### config.mk
export PLATFORM = sky130hd
export DESIGN_NAME = tftp_read_receiver
export DESIGN_NICKNAME = d
export VERILOG_FILES = /design/src/rtl/tftprr_pkg.sv /design/src/rtl/tftp_read_receiver.sv /design/src/rtl/tftprr_step.sv
export SDC_FILE = /design/constraint.sdc
export NUM_CORES = 1
export LEC_CHECK = 0
export BUFFER_PORTS_ARGS = -buffer_cell sky130_fd_sc_hd__buf_2
export CAP_MARGIN = 25
export CORE_AREA = 2 2 149 151
export CTS_BUF_LIST = sky130_fd_sc_hd__clkbuf_4 sky130_fd_sc_hd__clkbuf_8 sky130_fd_sc_hd__clkbuf_16
export DETAILED_ROUTE_END_ITERATION = 6
export DIE_AREA = 0 0 151 153
export PLACE_DENSITY = 0.68
export SLEW_MARGIN = 20
export SYNTH_ARGS = -nofsm -noshare
export SYNTH_HDL_FRONTEND = slang
export SYNTH_SLANG_ARGS = --single-unit
### constraint.sdc
create_clock -name clk -period 7.9 [get_ports clk]
set_input_delay 1.185 -clock clk [delete_from_list [all_inputs] [get_ports clk]]
set_output_delay 1.185 -clock clk [all_outputs]
set_load 0.01 [all_outputs]
### src/rtl/tftprr_pkg.sv
// shared types and constants for the tftp read receiver
package tftprr_pkg;

	localparam int unsigned BLOCK_BYTES = 512;
	localparam int unsigned HDR_BYTES = 4;

	localparam logic [15:0] OPC_DATA = 16'd3;
	localparam logic [15:0] OPC_ERROR = 16'd5;

	localparam logic OP_PACKET = 1'b0;
	localparam logic OP_TIMEOUT = 1'b1;

	localparam logic [3:0] REG_MAX_FILE_BYTES = 4'd0;
	localparam logic [3:0] REG_MAX_RETRY_COUNT = 4'd1;

	localparam logic [31:0] MAX_FILE_BYTES_RESET = 32'd1048576;
	localparam logic [7:0] MAX_RETRY_COUNT_RESET = 8'd5;

	typedef enum logic [3:0] {
		CODE_IGNORED = 4'd0,
		CODE_ACCEPTED = 4'd1,
		CODE_OUT_OF_ORDER = 4'd2,
		CODE_TOO_LARGE = 4'd3,
		CODE_ERROR = 4'd4,
		CODE_RETRY = 4'd5,
		CODE_EXHAUSTED = 4'd6,
		CODE_DONE = 4'd7,
		CODE_INACTIVE = 4'd8
	} result_code_t;

	typedef struct packed {
		logic op;
		logic [15:0] packet_opcode;
		logic [15:0] packet_block;
		logic [15:0] packet_length;
	} item_t;

	typedef struct packed {
		logic [15:0] blocks_received;
		logic any_block_acked;
		logic [7:0] retries_used;
		logic [31:0] bytes_received;
		logic transfer_closed;
	} xfer_state_t;

	typedef struct packed {
		logic [31:0] max_file_bytes;
		logic [7:0] max_retry_count;
	} cfg_regs_t;

	typedef struct packed {
		logic send_ack;
		logic [15:0] ack_block;
		logic resend;
		logic resend_is_request;
		logic append_payload;
		logic [15:0] payload_bytes;
		logic submit_file;
		logic close_link;
		logic drop_transfer;
		result_code_t result_code;
	} result_t;

endpackage

### src/rtl/tftp_read_receiver.sv
// tftp read receiver top level: input register, state, result register
//
//  channel  direction  signals                      content
//  s_       in         s_tvalid s_tready s_tdata    header or timeout tick (op in s_tuser)
//  m_       out        m_tvalid m_tready m_tdata    one result per item
//  cfg_     in         cfg_valid cfg_ready          register index and write data
//
// one item per cycle when the result is not stalled; each item passes the input register, then the result register
// the input register feeds the step logic, the state updates as the result register loads
// reset clears the state and loads the register defaults; no clearing pass
// a stalled result holds the result register, and the input register keeps taking an
// item only when it is empty or the result register can load
module tftp_read_receiver (
	input logic clk,
	input logic arst_n,
	input logic s_tvalid,
	output logic s_tready,
	input logic [47:0] s_tdata, // packet_opcode, packet_block, packet_length
	input logic s_tuser, // op
	output logic m_tvalid,
	input logic m_tready,
	// send_ack, ack_block, resend, resend_is_request, append_payload, payload_bytes,
	// submit_file, close_link, drop_transfer, result_code, zero fill
	output logic [47:0] m_tdata,
	input logic cfg_valid,
	output logic cfg_ready,
	input logic [3:0] cfg_index,
	input logic [31:0] cfg_data
);
	import tftprr_pkg::*;

	item_t item_s1;
	logic valid_s1;
	xfer_state_t state_q;
	xfer_state_t state_next;
	cfg_regs_t cfg_q;
	result_t res;
	logic [47:0] m_tdata_q;
	logic m_tvalid_q;
	logic advance;

	assign advance = !m_tvalid_q || m_tready;
	assign s_tready = !valid_s1 || advance;
	assign cfg_ready = 1'b1;
	assign m_tvalid = m_tvalid_q;
	assign m_tdata = m_tdata_q;

	always_ff @(posedge clk or negedge arst_n) begin
		if (!arst_n) begin
			cfg_q.max_file_bytes <= MAX_FILE_BYTES_RESET;
			cfg_q.max_retry_count <= MAX_RETRY_COUNT_RESET;
		end else if (cfg_valid) begin
			if (cfg_index == REG_MAX_FILE_BYTES) begin
				cfg_q.max_file_bytes <= cfg_data;
			end else if (cfg_index == REG_MAX_RETRY_COUNT) begin
				cfg_q.max_retry_count <= cfg_data[7:0];
			end
		end
	end

	always_ff @(posedge clk or negedge arst_n) begin
		if (!arst_n) begin
			valid_s1 <= 1'b0;
		end else if (s_tready) begin
			valid_s1 <= s_tvalid;
		end
	end

	always_ff @(posedge clk) begin
		if (s_tready && s_tvalid) begin
			item_s1.op <= s_tuser;
			item_s1.packet_opcode <= s_tdata[15:0];
			item_s1.packet_block <= s_tdata[31:16];
			item_s1.packet_length <= s_tdata[47:32];
		end
	end

	tftprr_step u_step (
		.item(item_s1),
		.cur(state_q),
		.cfg(cfg_q),
		.res(res),
		.nxt(state_next)
	);

	always_ff @(posedge clk or negedge arst_n) begin
		if (!arst_n) begin
			state_q <= '0;
			m_tvalid_q <= 1'b0;
		end else if (advance) begin
			m_tvalid_q <= valid_s1;
			if (valid_s1) begin
				state_q <= state_next;
			end
		end
	end

	always_ff @(posedge clk) begin
		if (advance && valid_s1) begin
			m_tdata_q <= {5'd0, res.result_code, res.drop_transfer, res.close_link,
				res.submit_file, res.payload_bytes, res.append_payload,
				res.resend_is_request, res.resend, res.ack_block, res.send_ack};
		end
	end

endmodule

### src/rtl/tftprr_step.sv
// per-item decision logic: result and next transfer state
module tftprr_step (
	input tftprr_pkg::item_t item,
	input tftprr_pkg::xfer_state_t cur,
	input tftprr_pkg::cfg_regs_t cfg,
	output tftprr_pkg::result_t res,
	output tftprr_pkg::xfer_state_t nxt
);
	import tftprr_pkg::*;

	logic [15:0] expected_block;
	logic [15:0] payload;
	logic [32:0] total;
	logic too_large;
	logic [7:0] retry_next;

	assign expected_block = cur.blocks_received + 16'd1;
	assign payload = (item.packet_length < 16'(HDR_BYTES)) ? 16'd0
		: item.packet_length - 16'(HDR_BYTES);
	// total never exceeds the limit when kept, so no saturation is needed
	assign total = {1'b0, cur.bytes_received} + {17'd0, payload};
	assign too_large = total > {1'b0, cfg.max_file_bytes};
	assign retry_next = (cur.retries_used == 8'hff) ? 8'hff : cur.retries_used + 8'd1;

	always_comb begin
		res = '0;
		res.result_code = CODE_IGNORED;
		nxt = cur;
		if (cur.transfer_closed) begin
			res.result_code = CODE_INACTIVE;
		end else if (item.op == OP_TIMEOUT) begin
			nxt.retries_used = retry_next;
			if (retry_next < cfg.max_retry_count) begin
				res.resend = 1'b1;
				res.resend_is_request = !cur.any_block_acked;
				res.ack_block = cur.any_block_acked ? cur.blocks_received : 16'd0;
				res.result_code = CODE_RETRY;
			end else begin
				res.drop_transfer = 1'b1;
				nxt.transfer_closed = 1'b1;
				res.result_code = CODE_EXHAUSTED;
			end
		end else if (item.packet_opcode == OPC_ERROR) begin
			res.close_link = 1'b1;
			nxt.transfer_closed = 1'b1;
			res.result_code = CODE_ERROR;
		end else if (item.packet_opcode == OPC_DATA) begin
			nxt.retries_used = 8'd0;
			if (item.packet_block != expected_block) begin
				res.result_code = CODE_OUT_OF_ORDER;
			end else begin
				res.send_ack = 1'b1;
				res.ack_block = item.packet_block;
				nxt.any_block_acked = 1'b1;
				nxt.blocks_received = item.packet_block;
				if (too_large) begin
					res.close_link = 1'b1;
					res.drop_transfer = 1'b1;
					nxt.transfer_closed = 1'b1;
					res.result_code = CODE_TOO_LARGE;
				end else begin
					nxt.bytes_received = total[31:0];
					res.append_payload = 1'b1;
					res.payload_bytes = payload;
					if (payload < 16'(BLOCK_BYTES)) begin
						res.submit_file = 1'b1;
						res.close_link = 1'b1;
						nxt.transfer_closed = 1'b1;
						res.result_code = CODE_DONE;
					end else begin
						res.result_code = CODE_ACCEPTED;
					end
				end
			end
		end
	end

endmodule

==> flow_summary.ini, run 1 <==
[yosys]
primary_flip_flop_cell_chosen_by_synthesis_mapping = sky130_fd_sc_hd__dfrtp_1
synth_async_sr_flop_share = 0.521
synth-edff-count = 92
mappedNetlistArea_um2 = 10100
netlist-cell-type-count = 61
synthCells = 934
ys_ff_latch = 192
seq_area_frac_synth = 0.519
synthesis.yosys.warnings = 0
syn-mean-instance-area_um2 = 10.9

[layout]
final.fill_count = 1947
multiInputGateArea_um2 = 4540
final_layout_size_suffix_gt1_frac = 0.222
insertedDiodeCount = 0
finish.cell_count_without_fillers = 1363
layout.area.seq_um2 = 5270
area_growth_syn_to_fin_pct = 15.7
finalCoreUtilization = 0.547
nets = 1219

[critical_path]
worst-endpoint-required_ns = 8.14
worst_setup_path_start_kind = flop
criticalPathCategory = flop to flop
critical_path.max_fanout = 18
critPathArrivalTime_ns = 7.24
setup.worst_path.end_class = flop
worstRegToRegCells = 26

[timing]
period_share = 0.886
final.setup.worst_slack_ns = 0.902
rsz_0062_raised_after_global_routing = no
setup-tns-final_ns = 0
slew_viol_final = 0
timing.final.setup_violations = 0
peak_clock_frequency_supported_by_timing_mhz = 143
max_slew.worst_pin.slew_ns = 0.843
final.min_clock_period_ns = 7.00
clock-skew-final_ns = 0.0150
worst_slew_margin_rel = 0.433
hold_violations = 0

[route]
detail_route.wirelength_um = 21400
route.detailed.drc = 0
drt-vias-per-instance = 5.27
drt-pass1-iter-count = 5
detail_route.iter0.violations = 392
avgRoutedWirePerCell_um = 15.7
route.vias.total = 7180
detail-route-antenna-nets = 0

[hold_path]
hold_path_depth = 2
hold_path.class = flop to flop

[clocking]
cts_made_buffers = 17
cts.sink_count = 192
clock_path_buffers = 2
clkTransAtPathRegs_ns = 0.06
cts_hold_buf = 0
source_to_sink_clock_delay_at_the_later_pin_of_the_worst_skew_pair_ns = 0.43
tritoncts_clock_tree = built
clockRootBuffer = sky130_fd_sc_hd__clkbuf_16
cts_h_tree_depth = 4

[grt]
grt_max_degree = 64
globalRoute.totalOverflow = 0
groute.usage.overall = 0.192
antenna_violations_before_repair = 0
grt_first_pass_wirelength_um = 34900
vias_in_the_first_global_route = 6955

[die]
initial_standard_cell_utilization_of_the_core = 0.472
die_h_um = 153
floorplan.die_area_um2 = 23100
core_region_area_um2 = 21500
row_count = 54
num_io_pins = 141
die-width_um = 151

[placement]
post-dp-hpwl_um = 15500
post-place-ws_ns = 0.412
dp.cells = 1325
place.gp.congestion = 0.865
place.port_buffers = 134

[power_and_ir_drop]
irDropWorstVdd_uv = 124
power_after_layout_mw = 2.35
leakagePower_nw = 5.24
power.density_nw_per_um2 = 200

[run_status]
run_status = finished clean

[run]
max_cap_violations = 0
## layout by cell type (no fill, tap or decap), types with 6 or more instances in the layout
cell type	synthesis	final
sky130_fd_sc_hd__a22o_1	16	16
sky130_fd_sc_hd__o211ai_1	7	7
sky130_fd_sc_hd__nor3_2	6	6
sky130_fd_sc_hd__mux2_2	39	39
sky130_fd_sc_hd__dfrtp_1	97	97
sky130_fd_sc_hd__nor3b_1	6	6
sky130_fd_sc_hd__conb_1	2	6
sky130_fd_sc_hd__xor2_1	31	31
sky130_fd_sc_hd__clkbuf_16	0	19
sky130_fd_sc_hd__nor2_1	58	58
sky130_fd_sc_hd__or3_1	6	6
sky130_fd_sc_hd__o21ai_0	58	58
sky130_fd_sc_hd__ha_1	58	58
sky130_fd_sc_hd__a21oi_1	39	39
sky130_fd_sc_hd__edfxtp_1	92	92
sky130_fd_sc_hd__inv_1	57	57
sky130_fd_sc_hd__buf_2	6	133
sky130_fd_sc_hd__nor4_1	10	9
sky130_fd_sc_hd__nand4_1	20	20
sky130_fd_sc_hd__xnor2_1	43	43
sky130_fd_sc_hd__a21o_1	8	8
sky130_fd_sc_hd__nand2_1	95	95
sky130_fd_sc_hd__a211oi_1	7	7
sky130_fd_sc_hd__buf_4	9	12
sky130_fd_sc_hd__nand3_1	25	25
sky130_fd_sc_hd__nand2b_1	18	17
sky130_fd_sc_hd__nor3_1	23	23
sky130_fd_sc_hd__and3_1	8	8
sky130_fd_sc_hd__nor2b_1	11	11
## power breakdown
group,leakage (nW),switching [mW],internal [mW]
Clock,0.285,0.380,0.464
Sequential,2.19,0.0385,1.14
Combinational,2.76,0.190,0.133
Total,5.24,0.608,1.74
## layout make-up
type / count / share of cell area
timing repair buffer: 146 / 0.0667
clock inverter: 9 / 0.00618
multi-input combinational: 656 / 0.387
clock buffer: 23 / 0.0436
sequential: 192 / 0.449
inverter: 57 / 0.0182
tap: 280 / 0.0298
## cell families (layout without fill, tap and decap cells)
family                     count (synthesis)  in the layout  share of synthesized area
and+or+nand+nor                          313            313                      0.159
DFF                                      192            192                      0.519
AOI/OAI and AO/OA                        164            164                      0.102
buffers and inverters                     90            235                     0.0375
xor gates and xnor gates                  74             74                     0.0639
adders and majority gates                 59             59                     0.0735
muxes                                     40             40                     0.0443
other                                      2              6                   0.000740
## metrics by stage
step	area [um2]	hold slack, ns
finish	11700	0.492
global route	11700	0.520
CTS	11700	0.498
detailed placement	11100	0.480
global placement	11100	0.468
floorplan	10200	0.423
## final timing paths
| check | end | slack (ns) | from |
|---|---|---|---|
| worst max-delay path | m_tdata[27]$_SDFFCE_PP0P_ | 0.90 | item_s1[2]$_DFFE_PP_ |
| worst min-delay path | state_q[1]$_DFFE_PN0P_ | 0.49 | state_q[1]$_DFFE_PN0P_ |
| worst max register to register | m_tdata[27]$_SDFFCE_PP0P_ | 0.90 | item_s1[2]$_DFFE_PP_ |
| worst min register to register | state_q[1]$_DFFE_PN0P_ | 0.49 | state_q[1]$_DFFE_PN0P_ |
| max in group asynchronous | state_q[44]$_DFFE_PN0P_ | 5.97 | arst_n |
| min in group asynchronous | cfg_q[29]$_DFFE_PN0P_ | 0.72 | arst_n |
## per-layer routing
| layer | share of wire | global-route usage | vias to the layer above | wire, um |
|---|---|---|---|---|
| met5 | 0 | 0 | - | 0 |
| met3 | 0.038 | 0.0340 | 18 | 811 |
| met1 | 0.43 | 0.254 | 3418 | 9230 |
| met4 | 0.0099 | 0.0445 | 0 | 213 |
| met2 | 0.52 | 0.330 | 142 | 11200 |
| li1 | - | - | 3602 | - |
## state kept, by name, summed over array words and instances, names as in the netlist
signal	flops
state_q	58
item_s1	49
m_tdata	43
cfg_q	40
m_tvalid	1
valid_s1	1
## synthesized netlist by cell type, types with 7 or more instances
| cell type | instances | area, um2 |
|---|---|---|
| sky130_fd_sc_hd__dfrtp_1 | 97 | 2430 |
| sky130_fd_sc_hd__nand2_1 | 95 | 357 |
| sky130_fd_sc_hd__edfxtp_1 | 92 | 2760 |
| sky130_fd_sc_hd__ha_1 | 58 | 726 |
| sky130_fd_sc_hd__nor2_1 | 58 | 218 |
| sky130_fd_sc_hd__o21ai_0 | 58 | 290 |
| sky130_fd_sc_hd__inv_1 | 57 | 214 |
| sky130_fd_sc_hd__xnor2_1 | 43 | 377 |
| sky130_fd_sc_hd__a21oi_1 | 39 | 195 |
| sky130_fd_sc_hd__mux2_2 | 39 | 439 |
| sky130_fd_sc_hd__xor2_1 | 31 | 272 |
| sky130_fd_sc_hd__nand3_1 | 25 | 125 |
| sky130_fd_sc_hd__nor3_1 | 23 | 115 |
| sky130_fd_sc_hd__nand4_1 | 20 | 125 |
| sky130_fd_sc_hd__nand2b_1 | 18 | 113 |
| sky130_fd_sc_hd__clkbuf_1 | 17 | 63.8 |
| sky130_fd_sc_hd__a22o_1 | 16 | 140 |
| sky130_fd_sc_hd__nor2b_1 | 11 | 68.8 |
| sky130_fd_sc_hd__nor4_1 | 10 | 62.6 |
| sky130_fd_sc_hd__buf_4 | 9 | 67.6 |
| sky130_fd_sc_hd__a21o_1 | 8 | 60.1 |
| sky130_fd_sc_hd__and3_1 | 8 | 50.1 |
| sky130_fd_sc_hd__a211oi_1 | 7 | 52.6 |
| sky130_fd_sc_hd__o211ai_1 | 7 | 52.6 |
## worst max-delay path, cell delays in order (launching register included)
cell                       delay [ns]
sky130_fd_sc_hd__edfxtp_1        0.43
sky130_fd_sc_hd__inv_1           0.06
sky130_fd_sc_hd__ha_1            0.29
sky130_fd_sc_hd__nand4_1         0.20
sky130_fd_sc_hd__nor4_4          0.07
sky130_fd_sc_hd__buf_4           0.19
sky130_fd_sc_hd__buf_4           0.14
sky130_fd_sc_hd__nor2b_1         0.13
sky130_fd_sc_hd__ha_1            0.21
sky130_fd_sc_hd__inv_1           0.06
sky130_fd_sc_hd__fa_1            0.39
sky130_fd_sc_hd__nand2b_1        0.18
sky130_fd_sc_hd__a21oi_1         0.18
sky130_fd_sc_hd__nor2_1          0.11
sky130_fd_sc_hd__o31ai_1         0.56
sky130_fd_sc_hd__o21ai_0         0.40
sky130_fd_sc_hd__or3_1           0.47
sky130_fd_sc_hd__xnor2_1         0.14
sky130_fd_sc_hd__ha_1            0.30
sky130_fd_sc_hd__a21oi_1         0.13
sky130_fd_sc_hd__o21ai_0         0.12
sky130_fd_sc_hd__nor4bb_1        0.37
sky130_fd_sc_hd__o211ai_1        0.15
sky130_fd_sc_hd__o211ai_1        0.36
sky130_fd_sc_hd__o21ai_0         0.29
sky130_fd_sc_hd__nand2b_2        0.50
sky130_fd_sc_hd__a211oi_1        0.35
## what timing repair did
| item | 4_1_cts | 5_1_grt |
|---|---|---|
| hold endpoints to repair | 0 | 0 |
| buffers inserted | 0 | 5 |
| endpoints found under the setup margin | 0 | 18 |
| gates resized for setup | 0 | 1 |
Power figures use the tool's default switching activity.
==> run 2, diff against run 1 <==
--- a/config.mk
+++ b/config.mk
@@ -6,9 +6,8 @@
 export NUM_CORES = 1
 export LEC_CHECK = 0
 export BUFFER_PORTS_ARGS = -buffer_cell sky130_fd_sc_hd__buf_2
-export CAP_MARGIN = 25
+export CAP_MARGIN = 20
 export CORE_AREA = 2 2 149 151
-export CTS_BUF_LIST = sky130_fd_sc_hd__clkbuf_4 sky130_fd_sc_hd__clkbuf_8 sky130_fd_sc_hd__clkbuf_16
 export DETAILED_ROUTE_END_ITERATION = 6
 export DIE_AREA = 0 0 151 153
 export PLACE_DENSITY = 0.68
==> run 2 against run 1 <==
Die area did not move. Clock skew rose by 0.0012 ns. Worst hold slack barely moved. First-iteration DRC count fell by 7.9%. Register-to-register slack got worse by 0.02 ns. Sequential power barely moved. Power fell by 0.40%. Flip-flop and latch count did not move. Utilization fell by 0.18 points. Largest cell class unchanged. Cell count barely moved.
==> flow_summary.ini, run 2 (synthesized netlist as in run 1, its figures left out) <==
[critical_path]
crit_start = item_s1[2]$_DFFE_PP_
worst-endpoint-required_ns = 8.15
critPathArrivalTime_ns = 7.26
reg2reg_from = item_s1[2]$_DFFE_PP_
worstRegToRegCells = 26
setup.worst_path.end_class = flop
critical_path.max_fanout = 18
worst_setup_path_start_kind = flop
criticalPathCategory = flop to flop

[timing]
timing.final.setup_violations = 0
worst_slew_margin_rel = 0.307
slew_viol_final = 0
setup-tns-final_ns = 0
final.min_clock_period_ns = 7.01
clock-skew-final_ns = 0.0162
max_slew.worst_pin.slew_ns = 1.04
timing.hold.ws_ns = 0.491
peak_clock_frequency_supported_by_timing_mhz = 143
rsz_0062_raised_after_global_routing = no
period_share = 0.888
hold_violations = 0

[run_status]
run_status = finished clean

[route]
detail-route-antenna-nets = 0
route.vias.total = 7183
detail_route.iter0.violations = 361
drt-pass1-iter-count = 5
route.detailed.drc = 0
detail_route.wirelength_um = 21300
drt-vias-per-instance = 5.27
avgRoutedWirePerCell_um = 15.7

[placement]
place.gp.congestion = 0.865
post-dp-hpwl_um = 15500
place.port_buffers = 134
dp.cells = 1325

[die]
core_region_area_um2 = 21500
die-width_um = 151
floorplan.die_area_um2 = 23100
num_io_pins = 141
row_count = 54
die_h_um = 153
initial_standard_cell_utilization_of_the_core = 0.472

[grt]
vias_in_the_first_global_route = 6946
grt_first_pass_wirelength_um = 34800
globalRoute.totalOverflow = 0
groute.usage.overall = 0.192
grt_max_degree = 64
antenna_violations_before_repair = 0

[layout]
nets = 1218
area_growth_syn_to_fin_pct = 15.4
final_layout_size_suffix_gt1_frac = 0.218
largest_register = state_q
finalCoreUtilization = 0.545
insertedDiodeCount = 0
largest_register_ffs = 58
final_common_cell = sky130_fd_sc_hd__buf_2
layout.cells.most_common_list = 133 x sky130_fd_sc_hd__buf_2, 97 x sky130_fd_sc_hd__dfrtp_1, 95 x sky130_fd_sc_hd__nand2_1, 92 x sky130_fd_sc_hd__edfxtp_1
final.fill_count = 1953
finish.cell_count_without_fillers = 1362

[power_and_ir_drop]
power.density_nw_per_um2 = 200
leakagePower_nw = 5.22
irDropWorstVdd_uv = 126

[clocking]
clock_path_buffers = 2
source_to_sink_clock_delay_at_the_later_pin_of_the_worst_skew_pair_ns = 0.44
cts_h_tree_depth = 4
clkTransAtPathRegs_ns = 0.07
cts.sink_count = 192
tritoncts_clock_tree = built
cts_made_buffers = 17
clockRootBuffer = sky130_fd_sc_hd__clkbuf_16

[hold_path]
hold_path_depth = 2
min-delay-start = state_q[1]$_DFFE_PN0P_
hold_path.class = flop to flop

[run]
max_cap_violations = 0
[run 2: changes by cell type in the layout (fill, tap and decap cells not counted)]
cell,before,now
sky130_fd_sc_hd__buf_16,1,0
sky130_fd_sc_hd__clkbuf_1,0,3
sky130_fd_sc_hd__clkbuf_4,3,0
[run 2: timing repair]
item | in CTS | in global routing
hold endpoints to repair | 0 | 0
buffers inserted | 0 | 5
hold buffers | 0 | 0
resized for setup | 0 | 1
endpoints found under the setup margin | 0 | 26
[run 2: worst max-delay path: stages (launching register included)]
cell and delay [ns]:
sky130_fd_sc_hd__edfxtp_1 0.43, sky130_fd_sc_hd__inv_1 0.06, sky130_fd_sc_hd__ha_1 0.29, sky130_fd_sc_hd__nand4_1 0.20, sky130_fd_sc_hd__nor4_4 0.07, sky130_fd_sc_hd__buf_4 0.19
sky130_fd_sc_hd__buf_4 0.14, sky130_fd_sc_hd__nor2b_1 0.12, sky130_fd_sc_hd__ha_1 0.21, sky130_fd_sc_hd__inv_1 0.06, sky130_fd_sc_hd__fa_1 0.39, sky130_fd_sc_hd__nand2b_1 0.18
sky130_fd_sc_hd__a21oi_1 0.18, sky130_fd_sc_hd__nor2_1 0.11, sky130_fd_sc_hd__o31ai_1 0.57, sky130_fd_sc_hd__o21ai_0 0.40, sky130_fd_sc_hd__or3_1 0.47, sky130_fd_sc_hd__xnor2_1 0.14
sky130_fd_sc_hd__ha_1 0.30, sky130_fd_sc_hd__a21oi_1 0.13, sky130_fd_sc_hd__o21ai_0 0.12, sky130_fd_sc_hd__nor4bb_1 0.37, sky130_fd_sc_hd__o211ai_1 0.15, sky130_fd_sc_hd__o211ai_1 0.37
sky130_fd_sc_hd__o21ai_0 0.29, sky130_fd_sc_hd__nand2b_2 0.49, sky130_fd_sc_hd__a211oi_1 0.35
[run 2: report_power, final]
part,internal [mW],switching (mW),total [mW]
clock,0.454,0.382,0.835
combinational,0.133,0.189,0.322
sequential,1.14,0.0385,1.18
[run 2: path summary, 6_finish.rpt]
kind                                                  end  slack (ns)
worst max-delay path            m_tdata[27]$_SDFFCE_PP0P_        0.89
worst min-delay path               state_q[1]$_DFFE_PN0P_        0.49
worst max register to register  m_tdata[27]$_SDFFCE_PP0P_        0.89
worst min register to register     state_q[1]$_DFFE_PN0P_        0.49
max in group asynchronous         state_q[44]$_DFFE_PN0P_        5.96
min in group asynchronous           cfg_q[29]$_DFFE_PN0P_        0.72
[run 2: final cells by class]
| class | instances | area, um2 | area share |
|---|---|---|---|
| flip-flops and latches | 192 | 5270 | 0.450 |
| multi-input cells | 656 | 4540 | 0.388 |
| repair buffers | 145 | 756 | 0.0646 |
| clock buffers | 23 | 500 | 0.0428 |
| well taps | 280 | 350 | 0.0299 |
| inverters | 57 | 214 | 0.0183 |
| clock inverters | 9 | 72.6 | 0.00620 |
[run 2: metrics by stage]
stage               power [mW]  setup slack (ns)  instance area [um2]
detailed placement        1.53             0.412                11100
CTS                       2.36             0.363                11700
global route              2.47             0.187                11700
global placement          1.52             0.817                11100
finish                    2.34             0.886                11700
floorplan                 1.41              1.84                10200
[run 2: layer usage]
layer	wire, um	global-route usage
met5	0	0
met4	271	0.0516
met3	845	0.0313
met1	9240	0.253
met2	11000	0.327
